$ cat src/rtl/crs_pkg.sv
// ----------------------------------------------------------------------------
// crs_pkg: shared constants and types of the colour ramp sampler
// Field widths, register codes, reset values and the payload structs that
// travel between the pipeline stages.
// ----------------------------------------------------------------------------
package crs_pkg;

    // Number of colour stops that the register map provides.
    localparam int DEF_MAX_STOPS  = 6;
    localparam int NUM_STOP_REGS  = 6;

    // Field widths.
    localparam int POS_W      = 16;
    localparam int CHAN_W     = 8;
    localparam int NCHAN      = 4;
    localparam int STOP_W     = 48;
    localparam int CNT_W      = 3;
    localparam int REG_IDX_W  = 3;

    // Interpolation fraction: Q1.16 in [0, 1.0], so 17 bits.
    localparam int LT_FRAC    = 16;
    localparam int LT_W       = LT_FRAC + 1;

    // Divider: quotient bits resolved per pipeline stage.
    localparam int DIV_STEPS  = 2;
    localparam int DIV_STAGES = (LT_W + DIV_STEPS - 1) / DIV_STEPS;

    // Blend arithmetic: signed 9 bit difference times signed 18 bit fraction.
    localparam int PROD_W     = 27;
    localparam int SUM_W      = PROD_W - LT_FRAC;

    // Register indexes.
    localparam logic [REG_IDX_W-1:0] REG_STOP_COUNT = 3'd0;
    localparam logic [REG_IDX_W-1:0] REG_STOP_FIRST = 3'd1;

    // Reset values.
    localparam logic [CNT_W-1:0] COUNT_RESET = 3'd3;
    localparam logic [STOP_W-1:0] STOP_RESET [NUM_STOP_REGS] = '{
        48'h0000_FFD1_4AFF,
        48'h7333_FF5A_00FF,
        48'hFFFF_1A00_10FF,
        48'h0000_0000_0000,
        48'h0000_0000_0000,
        48'h0000_0000_0000
    };

    // Colour: index 3 is red, 2 green, 1 blue, 0 alpha.
    typedef logic [NCHAN-1:0][CHAN_W-1:0] rgba_t;

    // Operands handed from the select stages to the divider.
    typedef struct packed {
        logic [POS_W-1:0] pos_off;
        logic [POS_W-1:0] span;
        logic             zero;
        logic             ones;
        rgba_t            c0;
        rgba_t            c1;
    } opnd_t;

    // One divider stage.
    typedef struct packed {
        logic [POS_W-1:0] rem;
        logic [LT_W-1:0]  quo;
        logic [POS_W-1:0] span;
        logic             zero;
        logic             ones;
        rgba_t            c0;
        rgba_t            c1;
    } div_t;

    // Operands handed from the divider to the blend stages.
    typedef struct packed {
        logic [LT_W-1:0] lt;
        logic            ones;
        rgba_t           c0;
        rgba_t           c1;
    } blend_t;

    function automatic logic [POS_W-1:0] stop_pos(input logic [STOP_W-1:0] s);
        return s[STOP_W-1:STOP_W-POS_W];
    endfunction

    function automatic rgba_t stop_color(input logic [STOP_W-1:0] s);
        return s[NCHAN*CHAN_W-1:0];
    endfunction

endpackage

$ cat src/rtl/crs_if.sv
// ----------------------------------------------------------------------------
// crs_if: stream interfaces of the colour ramp sampler
// Sample channel carrying the ramp position and colour channel carrying the
// RGBA8 result, both with a valid/ready handshake.
// ----------------------------------------------------------------------------
interface crs_sample_if import crs_pkg::*; ();
    logic             valid;
    logic             ready;
    logic [POS_W-1:0] ramp_pos;

    modport source (output valid, output ramp_pos, input ready);
    modport sink (input valid, input ramp_pos, output ready);
endinterface

interface crs_color_if import crs_pkg::*; ();
    logic              valid;
    logic              ready;
    logic [CHAN_W-1:0] red;
    logic [CHAN_W-1:0] green;
    logic [CHAN_W-1:0] blue;
    logic [CHAN_W-1:0] alpha;

    modport source (output valid, output red, output green, output blue, output alpha,
                    input ready);
    modport sink (input valid, input red, input green, input blue, input alpha,
                  output ready);
endinterface

$ cat src/rtl/crs_cfg.sv
// ----------------------------------------------------------------------------
// crs_cfg: configuration registers
// Holds the stop count and the colour stops, written through a plain
// write port.
// ----------------------------------------------------------------------------
module crs_cfg import crs_pkg::*; #(
    parameter int MAX_STOPS = DEF_MAX_STOPS
) (
    input  logic                              clk,
    input  logic                              rst_n,
    input  logic                              wr_en,
    input  logic [REG_IDX_W-1:0]              wr_index,
    input  logic [STOP_W-1:0]                 wr_data,
    output logic [CNT_W-1:0]                  stop_count,
    output logic [MAX_STOPS-1:0][STOP_W-1:0]  stops
);

    logic [CNT_W-1:0] count_reg;
    logic [CNT_W-1:0] count_next;

    // Stop count register.
    always_comb
    begin
        count_next = count_reg;
        if (wr_en && wr_index == REG_STOP_COUNT)
        begin
            count_next = wr_data[CNT_W-1:0];
        end
    end

    always_ff @(posedge clk or negedge rst_n)
    begin
        if (!rst_n)
        begin
            count_reg <= COUNT_RESET;
        end
        else
        begin
            count_reg <= count_next;
        end
    end

    assign stop_count = count_reg;

    // Stop registers; a write to a stop beyond the stored ones is dropped.
    for (genvar i = 0; i < MAX_STOPS; i++) begin : g_stop
        logic [STOP_W-1:0] stop_reg;
        logic [STOP_W-1:0] stop_next;

        always_comb
        begin
            stop_next = stop_reg;
            if (wr_en && wr_index == REG_STOP_FIRST + REG_IDX_W'(i))
            begin
                stop_next = wr_data;
            end
        end

        always_ff @(posedge clk or negedge rst_n)
        begin
            if (!rst_n)
            begin
                stop_reg <= STOP_RESET[i];
            end
            else
            begin
                stop_reg <= stop_next;
            end
        end

        assign stops[i] = stop_reg;
    end

endmodule

$ cat src/rtl/crs_select.sv
// ----------------------------------------------------------------------------
// crs_select: stop search and operand fetch
// First stage compares the position with every stop and picks the bracketing
// pair; second stage fetches that pair and forms distance and span.
// ----------------------------------------------------------------------------
module crs_select import crs_pkg::*; #(
    parameter int MAX_STOPS = DEF_MAX_STOPS
) (
    input  logic                              clk,
    input  logic                              rst_n,
    input  logic                              en,
    input  logic                              in_valid,
    input  logic [POS_W-1:0]                  ramp_pos,
    input  logic [CNT_W-1:0]                  stop_count,
    input  logic [MAX_STOPS-1:0][STOP_W-1:0]  stops,
    output logic                              out_valid,
    output opnd_t                             out_opnd
);

    localparam int NPAIR  = MAX_STOPS - 1;
    localparam int PAIR_W = (NPAIR > 1) ? $clog2(NPAIR) : 1;
    localparam logic [CNT_W-1:0] MAX_CNT = CNT_W'(MAX_STOPS);

    // Kind of result for the selected pair.
    localparam logic [1:0] MODE_ONES   = 2'd0;
    localparam logic [1:0] MODE_LO     = 2'd1;
    localparam logic [1:0] MODE_HI     = 2'd2;
    localparam logic [1:0] MODE_INTERP = 2'd3;

    logic [CNT_W-1:0]     n_cl;
    logic [MAX_STOPS-1:0] le;
    logic [MAX_STOPS-1:0] ge;
    logic                 last_ge;
    logic                 found;
    logic [PAIR_W-1:0]    found_idx;
    logic [CNT_W-1:0]     n_less2;
    logic [1:0]           mode_next;
    logic [PAIR_W-1:0]    pidx_next;

    logic                 v1_reg;
    logic [POS_W-1:0]     t1_reg;
    logic [1:0]           mode1_reg;
    logic [PAIR_W-1:0]    pidx1_reg;

    logic [NPAIR-1:0][2*STOP_W-1:0] pair_vec;
    logic [2*STOP_W-1:0]  pair;
    logic [STOP_W-1:0]    s0;
    logic [STOP_W-1:0]    s1;
    opnd_t                opnd_next;
    logic                 v2_reg;
    opnd_t                opnd_reg;

    // Position compares against every stop, all in parallel.
    always_comb
    begin
        n_cl = (stop_count > MAX_CNT) ? MAX_CNT : stop_count;
        for (int i = 0; i < MAX_STOPS; i++)
        begin
            le[i] = ramp_pos <= stop_pos(stops[i]);
            ge[i] = ramp_pos >= stop_pos(stops[i]);
        end
        last_ge = 1'b0;
        for (int i = 0; i < MAX_STOPS; i++)
        begin
            if (n_cl == CNT_W'(i + 1) && ge[i])
            begin
                last_ge = 1'b1;
            end
        end
    end

    // First bracketing pair wins: scan downwards so the lowest stays.
    always_comb
    begin
        found     = 1'b0;
        found_idx = '0;
        for (int i = NPAIR - 1; i >= 0; i--)
        begin
            if (CNT_W'(i + 1) < n_cl && ge[i] && le[i + 1])
            begin
                found     = 1'b1;
                found_idx = PAIR_W'(i);
            end
        end
    end

    // Result kind and pair index.
    always_comb
    begin
        n_less2   = n_cl - CNT_W'(2);
        mode_next = MODE_HI;
        pidx_next = n_less2[PAIR_W-1:0];
        if (n_cl == '0)
        begin
            mode_next = MODE_ONES;
            pidx_next = '0;
        end
        else if (n_cl == CNT_W'(1) || le[0])
        begin
            mode_next = MODE_LO;
            pidx_next = '0;
        end
        else if (last_ge)
        begin
            mode_next = MODE_HI;
        end
        else if (found)
        begin
            mode_next = MODE_INTERP;
            pidx_next = found_idx;
        end
    end

    // Search stage registers.
    always_ff @(posedge clk or negedge rst_n)
    begin
        if (!rst_n)
        begin
            v1_reg <= 1'b0;
        end
        else if (en)
        begin
            v1_reg <= in_valid;
        end
    end

    always_ff @(posedge clk)
    begin
        if (en)
        begin
            t1_reg    <= ramp_pos;
            mode1_reg <= mode_next;
            pidx1_reg <= pidx_next;
        end
    end

    // Neighbouring stops side by side so one index fetches a pair.
    for (genvar i = 0; i < NPAIR; i++) begin : g_pair
        assign pair_vec[i] = {stops[i + 1], stops[i]};
    end

    assign pair = pair_vec[pidx1_reg];
    assign s0   = pair[STOP_W-1:0];
    assign s1   = pair[2*STOP_W-1:STOP_W];

    // Operand forming; a single stop colour is sent with a forced zero fraction.
    always_comb
    begin
        opnd_next.pos_off = t1_reg - stop_pos(s0);
        opnd_next.span    = stop_pos(s1) - stop_pos(s0);
        opnd_next.zero    = 1'b1;
        opnd_next.ones    = 1'b0;
        opnd_next.c0      = stop_color(s0);
        opnd_next.c1      = stop_color(s0);
        unique case (mode1_reg)
            MODE_INTERP:
            begin
                opnd_next.zero = stop_pos(s1) == stop_pos(s0);
                opnd_next.c1   = stop_color(s1);
            end
            MODE_LO:
            begin
                opnd_next.c1 = stop_color(s0);
            end
            MODE_HI:
            begin
                opnd_next.c0 = stop_color(s1);
                opnd_next.c1 = stop_color(s1);
            end
            MODE_ONES:
            begin
                opnd_next.ones = 1'b1;
            end
            default:
            begin
                opnd_next.ones = 1'b1;
            end
        endcase
    end

    // Operand stage registers.
    always_ff @(posedge clk or negedge rst_n)
    begin
        if (!rst_n)
        begin
            v2_reg <= 1'b0;
        end
        else if (en)
        begin
            v2_reg <= v1_reg;
        end
    end

    always_ff @(posedge clk)
    begin
        if (en)
        begin
            opnd_reg <= opnd_next;
        end
    end

    assign out_valid = v2_reg;
    assign out_opnd  = opnd_reg;

endmodule

$ cat src/rtl/crs_div.sv
// ----------------------------------------------------------------------------
// crs_div: pipelined restoring divider
// Computes the fraction (offset << 16) / span, two quotient bits per stage.
// The offset never exceeds the span, so the first step starts from the
// offset itself and yields the integer bit of the fraction.
// ----------------------------------------------------------------------------
module crs_div import crs_pkg::*; (
    input  logic   clk,
    input  logic   rst_n,
    input  logic   en,
    input  logic   in_valid,
    input  opnd_t  in_opnd,
    output logic   out_valid,
    output blend_t out_blend
);

    logic [DIV_STAGES-1:0] v_reg;
    div_t                  st_reg  [DIV_STAGES];
    div_t                  st_next [DIV_STAGES];
    div_t                  head;
    div_t                  last;

    // Stage zero input.
    always_comb
    begin
        head.rem  = in_opnd.pos_off;
        head.quo  = '0;
        head.span = in_opnd.span;
        head.zero = in_opnd.zero;
        head.ones = in_opnd.ones;
        head.c0   = in_opnd.c0;
        head.c1   = in_opnd.c1;
    end

    for (genvar g = 0; g < DIV_STAGES; g++) begin : g_stage
        div_t src;

        if (g == 0) begin : g_first
            assign src = head;
        end
        else begin : g_rest
            assign src = st_reg[g - 1];
        end

        // Compare and subtract steps of this stage.
        always_comb
        begin
            div_t         cur;
            logic [POS_W:0] x;
            logic         q;
            cur = src;
            x   = '0;
            q   = 1'b0;
            for (int j = 0; j < DIV_STEPS; j++)
            begin
                if (g * DIV_STEPS + j < LT_W)
                begin
                    if (g * DIV_STEPS + j == 0)
                    begin
                        x = {1'b0, cur.rem};
                    end
                    else
                    begin
                        x = {cur.rem, 1'b0};
                    end
                    q = x >= {1'b0, cur.span};
                    if (q)
                    begin
                        x = x - {1'b0, cur.span};
                    end
                    cur.rem = x[POS_W-1:0];
                    cur.quo = {cur.quo[LT_W-2:0], q};
                end
            end
            st_next[g] = cur;
        end

        always_ff @(posedge clk)
        begin
            if (en)
            begin
                st_reg[g] <= st_next[g];
            end
        end
    end

    // Valid bits travel alongside the stages.
    always_ff @(posedge clk or negedge rst_n)
    begin
        if (!rst_n)
        begin
            v_reg <= '0;
        end
        else if (en)
        begin
            v_reg <= {v_reg[DIV_STAGES-2:0], in_valid};
        end
    end

    // A zero span gives a zero fraction.
    assign last           = st_reg[DIV_STAGES-1];
    assign out_valid      = v_reg[DIV_STAGES-1];
    assign out_blend.lt   = last.zero ? '0 : last.quo;
    assign out_blend.ones = last.ones;
    assign out_blend.c0   = last.c0;
    assign out_blend.c1   = last.c1;

endmodule

$ cat src/rtl/crs_blend.sv
// ----------------------------------------------------------------------------
// crs_blend: channel interpolation
// Multiplies each channel difference by the fraction, then rounds and adds
// the start colour; the ones flag forces every channel to all ones instead.
// ----------------------------------------------------------------------------
module crs_blend import crs_pkg::*; (
    input  logic   clk,
    input  logic   rst_n,
    input  logic   en,
    input  logic   in_valid,
    input  blend_t in_blend,
    output logic   out_valid,
    output rgba_t  out_color
);

    localparam logic signed [PROD_W-1:0] ROUND_HALF = PROD_W'(1 << (LT_FRAC - 1));

    logic signed [PROD_W-1:0] prod_next [NCHAN];
    logic signed [PROD_W-1:0] prod_reg  [NCHAN];
    rgba_t                    c0m_reg;
    logic                     onesm_reg;
    logic                     vm_reg;
    rgba_t                    color_next;
    rgba_t                    color_reg;
    logic                     vr_reg;

    // Signed difference times fraction, one multiplier per channel.
    always_comb
    begin
        logic signed [CHAN_W:0] diff;
        logic signed [LT_W:0]   lts;
        diff = '0;
        lts  = $signed({1'b0, in_blend.lt});
        for (int k = 0; k < NCHAN; k++)
        begin
            diff         = $signed({1'b0, in_blend.c1[k]}) - $signed({1'b0, in_blend.c0[k]});
            prod_next[k] = diff * lts;
        end
    end

    always_ff @(posedge clk)
    begin
        if (en)
        begin
            prod_reg  <= prod_next;
            c0m_reg   <= in_blend.c0;
            onesm_reg <= in_blend.ones;
        end
    end

    // Round to nearest and add the start colour; the floor is the top bits.
    always_comb
    begin
        logic signed [PROD_W-1:0] acc;
        logic [SUM_W-1:0]         v;
        acc = '0;
        v   = '0;
        for (int k = 0; k < NCHAN; k++)
        begin
            acc = prod_reg[k] + ROUND_HALF;
            v   = SUM_W'(c0m_reg[k]) + acc[PROD_W-1:LT_FRAC];
            color_next[k] = onesm_reg ? '1 : v[CHAN_W-1:0];
        end
    end

    always_ff @(posedge clk)
    begin
        if (en)
        begin
            color_reg <= color_next;
        end
    end

    // Valid bits of both stages.
    always_ff @(posedge clk or negedge rst_n)
    begin
        if (!rst_n)
        begin
            vm_reg <= 1'b0;
            vr_reg <= 1'b0;
        end
        else if (en)
        begin
            vm_reg <= in_valid;
            vr_reg <= vm_reg;
        end
    end

    assign out_valid = vr_reg;
    assign out_color = color_reg;

endmodule

$ cat src/rtl/color_ramp_sampler_unit.sv
// Path: an accepted sample passes the search and operand registers, the divider stages,
// the blend product and colour registers and the output register before its colour shows.
// Throughput: one sample per clock; the divider resolves two fraction bits per stage
// over nine stages, and the whole pipeline moves together while the skid slot is free.
// Reset: the stop count returns to 3 and the stops to their default ramp, and all
// pipeline, output and skid valid bits are cleared.
// ----------------------------------------------------------------------------
// color_ramp_sampler_unit: piecewise linear colour ramp sampler
// Interpolates RGBA8 over up to MAX_STOPS configured colour stops for each
// ramp position, with an output register and a skid slot on the colour side.
// ----------------------------------------------------------------------------
module color_ramp_sampler_unit import crs_pkg::*; #(
    parameter int MAX_STOPS = DEF_MAX_STOPS
) (
    input  logic                 clk,
    input  logic                 rst_n,
    input  logic                 wr_en,
    input  logic [REG_IDX_W-1:0] wr_index,
    input  logic [STOP_W-1:0]    wr_data,
    crs_sample_if.sink           sample,
    crs_color_if.source          color
);

    logic [CNT_W-1:0]                 stop_count;
    logic [MAX_STOPS-1:0][STOP_W-1:0] stops;
    logic                             adv;
    logic                             opnd_valid;
    opnd_t                            opnd;
    logic                             blend_valid;
    blend_t                           blend;
    logic                             rnd_valid;
    rgba_t                            rnd_color;

    logic  out_valid_reg;
    logic  out_valid_next;
    rgba_t out_color_reg;
    rgba_t out_color_next;
    logic  skid_valid_reg;
    logic  skid_valid_next;
    rgba_t skid_color_reg;
    rgba_t skid_color_next;

    // The pipeline advances whenever the skid slot is empty.
    assign adv          = !skid_valid_reg;
    assign sample.ready = adv;

    crs_cfg #(
        .MAX_STOPS (MAX_STOPS)
    ) u_cfg (
        .clk        (clk),
        .rst_n      (rst_n),
        .wr_en      (wr_en),
        .wr_index   (wr_index),
        .wr_data    (wr_data),
        .stop_count (stop_count),
        .stops      (stops)
    );

    crs_select #(
        .MAX_STOPS (MAX_STOPS)
    ) u_select (
        .clk        (clk),
        .rst_n      (rst_n),
        .en         (adv),
        .in_valid   (sample.valid),
        .ramp_pos   (sample.ramp_pos),
        .stop_count (stop_count),
        .stops      (stops),
        .out_valid  (opnd_valid),
        .out_opnd   (opnd)
    );

    crs_div u_div (
        .clk       (clk),
        .rst_n     (rst_n),
        .en        (adv),
        .in_valid  (opnd_valid),
        .in_opnd   (opnd),
        .out_valid (blend_valid),
        .out_blend (blend)
    );

    crs_blend u_blend (
        .clk       (clk),
        .rst_n     (rst_n),
        .en        (adv),
        .in_valid  (blend_valid),
        .in_blend  (blend),
        .out_valid (rnd_valid),
        .out_color (rnd_color)
    );

    // Output register with a skid slot behind it.
    always_comb
    begin
        out_valid_next  = out_valid_reg;
        out_color_next  = out_color_reg;
        skid_valid_next = skid_valid_reg;
        skid_color_next = skid_color_reg;
        if (skid_valid_reg)
        begin
            if (color.ready)
            begin
                out_valid_next  = 1'b1;
                out_color_next  = skid_color_reg;
                skid_valid_next = 1'b0;
            end
        end
        else if (!out_valid_reg || color.ready)
        begin
            out_valid_next = rnd_valid;
            out_color_next = rnd_color;
        end
        else if (rnd_valid)
        begin
            skid_valid_next = 1'b1;
            skid_color_next = rnd_color;
        end
    end

    always_ff @(posedge clk or negedge rst_n)
    begin
        if (!rst_n)
        begin
            out_valid_reg  <= 1'b0;
            skid_valid_reg <= 1'b0;
        end
        else
        begin
            out_valid_reg  <= out_valid_next;
            skid_valid_reg <= skid_valid_next;
        end
    end

    always_ff @(posedge clk)
    begin
        out_color_reg  <= out_color_next;
        skid_color_reg <= skid_color_next;
    end

    assign color.valid = out_valid_reg;
    assign color.red   = out_color_reg[3];
    assign color.green = out_color_reg[2];
    assign color.blue  = out_color_reg[1];
    assign color.alpha = out_color_reg[0];

    // The skid slot is only ever filled behind a waiting output transaction.
    a_skid_behind_out: assert property (@(posedge clk) disable iff (!rst_n)
        skid_valid_reg |-> out_valid_reg)
        else $error("skid slot holds a colour while the output register is empty");

    // A finished colour meeting a stalled output must land in the skid slot.
    a_stall_to_skid: assert property (@(posedge clk) disable iff (!rst_n)
        out_valid_reg && !color.ready && !skid_valid_reg && rnd_valid |=> skid_valid_reg)
        else $error("finished colour dropped while the output was stalled");

    // Once the output drains, the skid colour moves into the output register in the next cycle.
    a_skid_drain: assert property (@(posedge clk) disable iff (!rst_n)
        skid_valid_reg && color.ready |=> !skid_valid_reg && out_valid_reg)
        else $error("skid slot did not drain into the output register");

endmodule

$ cat src/flat_wrapper.sv
// flat-port wrapper written by rule: the top's interface ports become plain ports
module color_ramp_sampler_unit_flat import crs_pkg::*;
#(
    parameter int MAX_STOPS = DEF_MAX_STOPS
)
  (clk, rst_n, wr_en, wr_index, wr_data, sample_valid, sample_ramp_pos, sample_ready, color_valid, color_red, color_green, color_blue, color_alpha, color_ready);
  crs_sample_if sample_i ();
  crs_color_if color_i ();
  input  logic clk;
  input  logic rst_n;
  input  logic wr_en;
  input  logic [REG_IDX_W-1:0] wr_index;
  input  logic [STOP_W-1:0] wr_data;
  input wire logic [$bits(sample_i.valid)-1:0] sample_valid;
  input wire logic [$bits(sample_i.ramp_pos)-1:0] sample_ramp_pos;
  output wire logic [$bits(sample_i.ready)-1:0] sample_ready;
  output wire logic [$bits(color_i.valid)-1:0] color_valid;
  output wire logic [$bits(color_i.red)-1:0] color_red;
  output wire logic [$bits(color_i.green)-1:0] color_green;
  output wire logic [$bits(color_i.blue)-1:0] color_blue;
  output wire logic [$bits(color_i.alpha)-1:0] color_alpha;
  input wire logic [$bits(color_i.ready)-1:0] color_ready;
  assign sample_i.valid = sample_valid;
  assign sample_i.ramp_pos = sample_ramp_pos;
  assign sample_ready = sample_i.ready;
  assign color_valid = color_i.valid;
  assign color_red = color_i.red;
  assign color_green = color_i.green;
  assign color_blue = color_i.blue;
  assign color_alpha = color_i.alpha;
  assign color_i.ready = color_ready;
  color_ramp_sampler_unit #(.MAX_STOPS(MAX_STOPS)) u_core (.clk(clk), .rst_n(rst_n), .wr_en(wr_en), .wr_index(wr_index), .wr_data(wr_data), .sample(sample_i), .color(color_i));
endmodule
$ cat config.mk
export PLATFORM = sky130hd
export DESIGN_NAME = color_ramp_sampler_unit_flat
export DESIGN_NICKNAME = d
export VERILOG_FILES = /design/src/rtl/crs_pkg.sv /design/src/rtl/crs_if.sv /design/src/rtl/crs_cfg.sv /design/src/rtl/crs_select.sv /design/src/rtl/crs_div.sv /design/src/rtl/crs_blend.sv /design/src/rtl/color_ramp_sampler_unit.sv /design/src/flat_wrapper.sv
export SDC_FILE = /design/constraint.sdc
export NUM_CORES = 2
export LEC_CHECK = 0
export BUFFER_PORTS_ARGS = -buffer_cell sky130_fd_sc_hd__buf_2
export CAP_MARGIN = 20
export CORE_MARGIN = 2
export CORE_UTILIZATION = 57
export CTS_CLUSTER_DIAMETER = 150
export DETAILED_ROUTE_END_ITERATION = 6
export MAX_ROUTING_LAYER = met4
export PLACE_DENSITY_LB_ADDON = 0.05
export SETUP_SLACK_MARGIN = 0.05
export SYNTH_ARGS = -nofsm -noshare
export SYNTH_HDL_FRONTEND = slang
export SYNTH_SLANG_ARGS = --single-unit
export TNS_END_PERCENT = 100
$ cat constraint.sdc
create_clock -name clk -period 39.1 [get_ports clk]
set_clock_uncertainty 0.2 [all_clocks]
set_input_delay 5.865 -clock clk [delete_from_list [all_inputs] [get_ports clk]]
set_output_delay 5.865 -clock clk [all_outputs]
set_load 0.03 [all_outputs]
# Word level (Yosys, flattened, before mapping)
# Memory sizes are Yosys's and may differ from the RTL's.
# Index checks and enable logic that the tools add are counted.
# Widths: inputs -> output; s select.
[word_totals]
ff_bits = 650
ram_bits = 1035
out_inout_bits = 34
elab_cells = 233
n_memories = 1
[mem_list]
columns = ["name", "depth", "width", "rd", "rd_clocked_by_memory_dff", "wr", "line", "source"]
rows = [
  ["u_core.u_div.st_reg", 9, 115, 9, 0, 9, "crs_div.sv:18", "div_t st_reg [DIV_STAGES];"],
]
[classes]
n_addsub = 32
mul = 4
order_cmp = 36
eq_ne = 16
mux = 56
n_bitwise = 2
reduce_logical = 35
[ops]
columns = ["cell", "count"]
rows = [
  ["$sub 16x16->16", 19],
  ["$bmux 96 s3", 1],
  ["$ge 17x16->1", 16],
  ["$mux 16", 17],
  ["$mux 32", 5],
  ["$ge 16x16->1", 7],
  ["$add 24x17->24 const B", 4],
  ["$le 16x16->1", 6],
  ["$mul 9x18->24", 4],
  ["$mux 96", 1],
  ["$sub 8x8->9", 4],
  ["$add 8x8->8", 4],
  ["$mux 3", 8],
  ["$logic_and 1x1->1", 23],
  ["$mux 1", 23],
  ["$eq 3x3->1 const B", 6],
  ["$mux 17", 1],
  ["$eq 16x16->1", 1],
  ["$eq 3x2->1 const B", 4],
  ["$eq 3x1->1 const B", 2],
  ["$logic_not 3->1", 2],
  ["$lt 2x3->1 const A", 2],
  ["$lt 3x3->1 const A", 2],
  ["$eq 2x2->1 const B", 2],
  ["other kinds (13)", 17],
]

# Longest topological paths before layout
[logic_depth]
word_depth = 13
depth_mapped = 29
ltp_nobuf = 29

# Hierarchy
# A second synthesis with hierarchy kept.
[hier_totals]
hier_cells = 7641
hier_area_um2 = 93522.2
[modules_own_cells]
columns = ["mod", "instances", "cells_per_inst", "area_per_inst_um2", "seq_area_each_um2"]
rows = [
  ["crs_div", 1, 3105, 43855.8, 28422.3],
  ["crs_blend", 1, 2355, 23445.0, 3083.0],
  ["crs_select", 1, 1451, 12555.8, 3623.5],
  ["crs_cfg", 1, 619, 11128.2, 7384.6],
  ["color_ramp_sampler_unit", 1, 111, 2537.4, 1971.9],
]

# Worst setup path after synthesis
# No wires, ideal clock.
[synth_path]
path_type = "reg-to-output"
from = "register u_core.skid_valid_reg"
to = "output sample_ready"
arrival_time_ns = 23.260
t_required_ns = 33.035
slack_ns = 9.775
path_stages_with_launch = 4
n_path_buf = 2
cell_sequence = "dfrtp_1 -> buf_1 -> buf_1 -> inv_1"
[synth_between]
elab_chain_len = 1
[synth_rtl]
columns = ["item", "line", "source"]
rows = [
  ["start: declaration", "color_ramp_sampler_unit.sv:38", "logic skid_valid_reg;"],
  ["start signal: assignment", "color_ramp_sampler_unit.sv:131", "skid_valid_reg <= skid_valid_next;"],
  ["$logic_not 1->1", "color_ramp_sampler_unit.sv:44", "assign adv = !skid_valid_reg;"],
  ["end: declaration", "flat_wrapper.sv:16", "output wire logic [$bits(sample_i.ready)-1:0] sample_ready;"],
]
# Every way passes these cells.

==> qor.yml <==
die_w_um: 405
nets: 8893
grt_pass1_vias: 58200
synth_edf_count: 1223
crit_top_cell: "fa_1"
min_to: "u_core.u_div.st_reg[0][935]"
worst-path-max-fanout: 4
synthFlopType: "edfxtp_1"
drc_errors: 0
die_area_sq_mm: 0.164
ys_seq_area_share_pct: 48.5
die_height_um: 405
rr_startpoint: "u_core.u_div.st_reg[0][976]"
root_buffer: "clkbuf_16"
cp_top_family: "adder cells"
status: "finished clean"
h-tree-depth: 4
min_path_cells: 0
first_iter_violations: 3585
wire_per_inst_um: 19.9
largest_reg_flops: 939
synthesis.area_sq_mm: 0.0918
critPathBufInv: 3
setup.worst_path.class: "reg2reg"
ctsResizeCount: 0
relSlewSlack_pct: 29.4
hpwl_um: 142000
grt_max_degree: 190
cp_data_arrival_time_ns: 8.77
hp-start: "u_core.u_div.st_reg[0][820]"
dr_total_vias: 56700
first_pass_iters: 7
grt_usage_pct: 25.4
core_area_sq_mm: 0.160
vias_per_cell: 5.67
grt_pass1_wl_um: 317000
fin_crit_ns: 8.42
max_cap_violations: 0
routed_wl_um: 199000
end_kind: "flop"
synth_area_per_cell_sq_um: 12.1
gp_congestion: 0.925
num_rows: 147
postRouteAntennaNets: 0
start_kind: "flop"
synth_seq_cells: 1529
drive_gt1_share_pct: 14.0
antenna_found_initial: 9
synth_cell_types: 98
async_reset_ff_share_pct: 20.0
grt_overflow: 0
cts.clk_slew.worst_paths_ns: 0.06
finalMaxSlewViolations: 0
tightest_slew_ns: 1.06
setup_violations: 0
portBuffers: 105
cts_buffers: 159
hold_buffers: 0
post_cts_buffers: 0
syn_nets: 8758
fin_setup_tns_ns: 0
cp.required_ns: 39.45
start_util_pct: 57.3
cts.path.max_buffers: 3
clkSinkCount: 1529
cts_tree: "yes"
synth_cells: 7581
io_pins: 106
ff2ff_setup_slack_ns: 30.68
hp-class: "reg2reg"
worst_skew_pair.late_latency_ns: 0.85
rsz0062_at_grt: "false"
slowest_delay_ns: 0.65
r2r_cells: 26
rr_endpoint: "u_core.u_blend.prod_reg[23]"
timing.fmax_ghz: 0.119
crit_slowest_cell: "o41ai_1"
hold_viol_final: 0
period_share_pct: 21.5
ys_warn_count: 0
synthToLayoutAreaGrowth_pct: 9.61
[worst max path at each step]
stage / startpoint / end / slack (ns) / depth (start not counted)
after floorplan: u_core.skid_valid_reg / sample_ready / 9.78 / 3
after global placement: sample_ramp_pos[9] / u_core.u_select.pidx1_reg[0] / 29.83 / 11
after detailed placement: sample_ramp_pos[9] / u_core.u_select.pidx1_reg[0] / 29.86 / 11
after CTS: u_core.u_div.st_reg[0][976] / u_core.u_blend.prod_reg[23] / 30.72 / 26
after global routing: u_core.u_div.st_reg[0][976] / u_core.u_blend.prod_reg[23] / 30.08 / 26
final: u_core.u_div.st_reg[0][976] / u_core.u_blend.prod_reg[23] / 30.68 / 26
[cells by family (layout without fill, tap and decap cells)]
group	count (synthesis)	after routing	share of synthesized area, %
adder cells (fa/ha/maj)	1105	1105	18.7
XOR/XNOR	338	338	3.23
flip-flops	1529	1529	48.5
buffers and inverters	950	1216	3.94
other	0	1	0
multiplexers	646	646	7.72
AND/OR/NAND/NOR	1786	1786	9.24
AO/OA/AOI/OAI	1227	1227	8.75
[per-layer routing]
layer  up-vias  track usage [%]  share of wire (%)
met5         -                -                  0
met1     28000             32.4                 43
met2      1216             42.6                 50
met3       341             3.42                4.2
li1      27100                -                  -
met4         0             7.36                2.8
[final cells by class]
class | count | area [sq um]
fill | 12500 | 59600
sequential | 1529 | 44500
multi-input combinational | 5102 | 43800
clock buffer | 202 | 4290
tap | 2160 | 2700
inverter | 706 | 2660
timing repair buffer | 218 | 1410
clock inverter | 90 | 1280
antenna | 1 | 2.50
[layout by cell type, fill, tap and decap left out, drive strengths merged, types with 27 or more instances in the layout]
master and instances:
nor2b 104, a21o 94, buf 218, o21a 66, clkbuf 202, nor4 27, ha 666, a211oi 105
nand2 388, o21bai 40, xor2 92, dfrtp 224, nor2 645, o31ai 27, inv 713, nand4 74
nand2b 218, mux2i 157, or3 32, a21oi 393, or2 54, edfxtp 1223, fa 439, clkinv 57
o22ai 27, xnor2 246, nand3 72, o22a 50, mux2 488, nor3 95, dfstp 82, o21ai 233
[stage by stage]
stage / setup slack, ns / instances / hold WS [ns] / utilization, % / instance area [sq um]
global placement: 29.83 / 9715 / 0.201 / 59.3 / 95000
floorplan: 9.78 / 7581 / 0.200 / - / 91800
finish: 30.68 / 10000 / 0.169 / 62.8 / 101000
detailed placement: 29.86 / 9715 / 0.205 / 59.3 / 95000
global route: 30.08 / 10000 / 0.169 / 62.8 / 101000
CTS: 30.72 / 10000 / 0.161 / 62.8 / 101000
[synth_stat cells, drive strengths merged, types with 54 or more instances]
library cell  instances  area [sq um]
edfxtp             1223         36700
inv                 706          2660
ha                  666          8330
nor2                645          2430
mux2                488          5500
fa                  439          8790
a21oi               393          1970
nand2               388          1460
xnor2               246          2150
o21ai               233          1180
dfrtp               224          5610
nand2b              218          1360
clkbuf              194           728
mux2i               157          1570
a211oi              105           803
nor2b               104           651
nor3                 95           475
a21o                 94           706
xor2                 92           806
dfstp                82          2150
nand4                74           463
nand3                72           365
o21a                 66           495
or2                  54           338
Power is left out: the tool's default activity adds up to more than one toggle a clock period on the data nets, which glitch-free logic cannot reach.
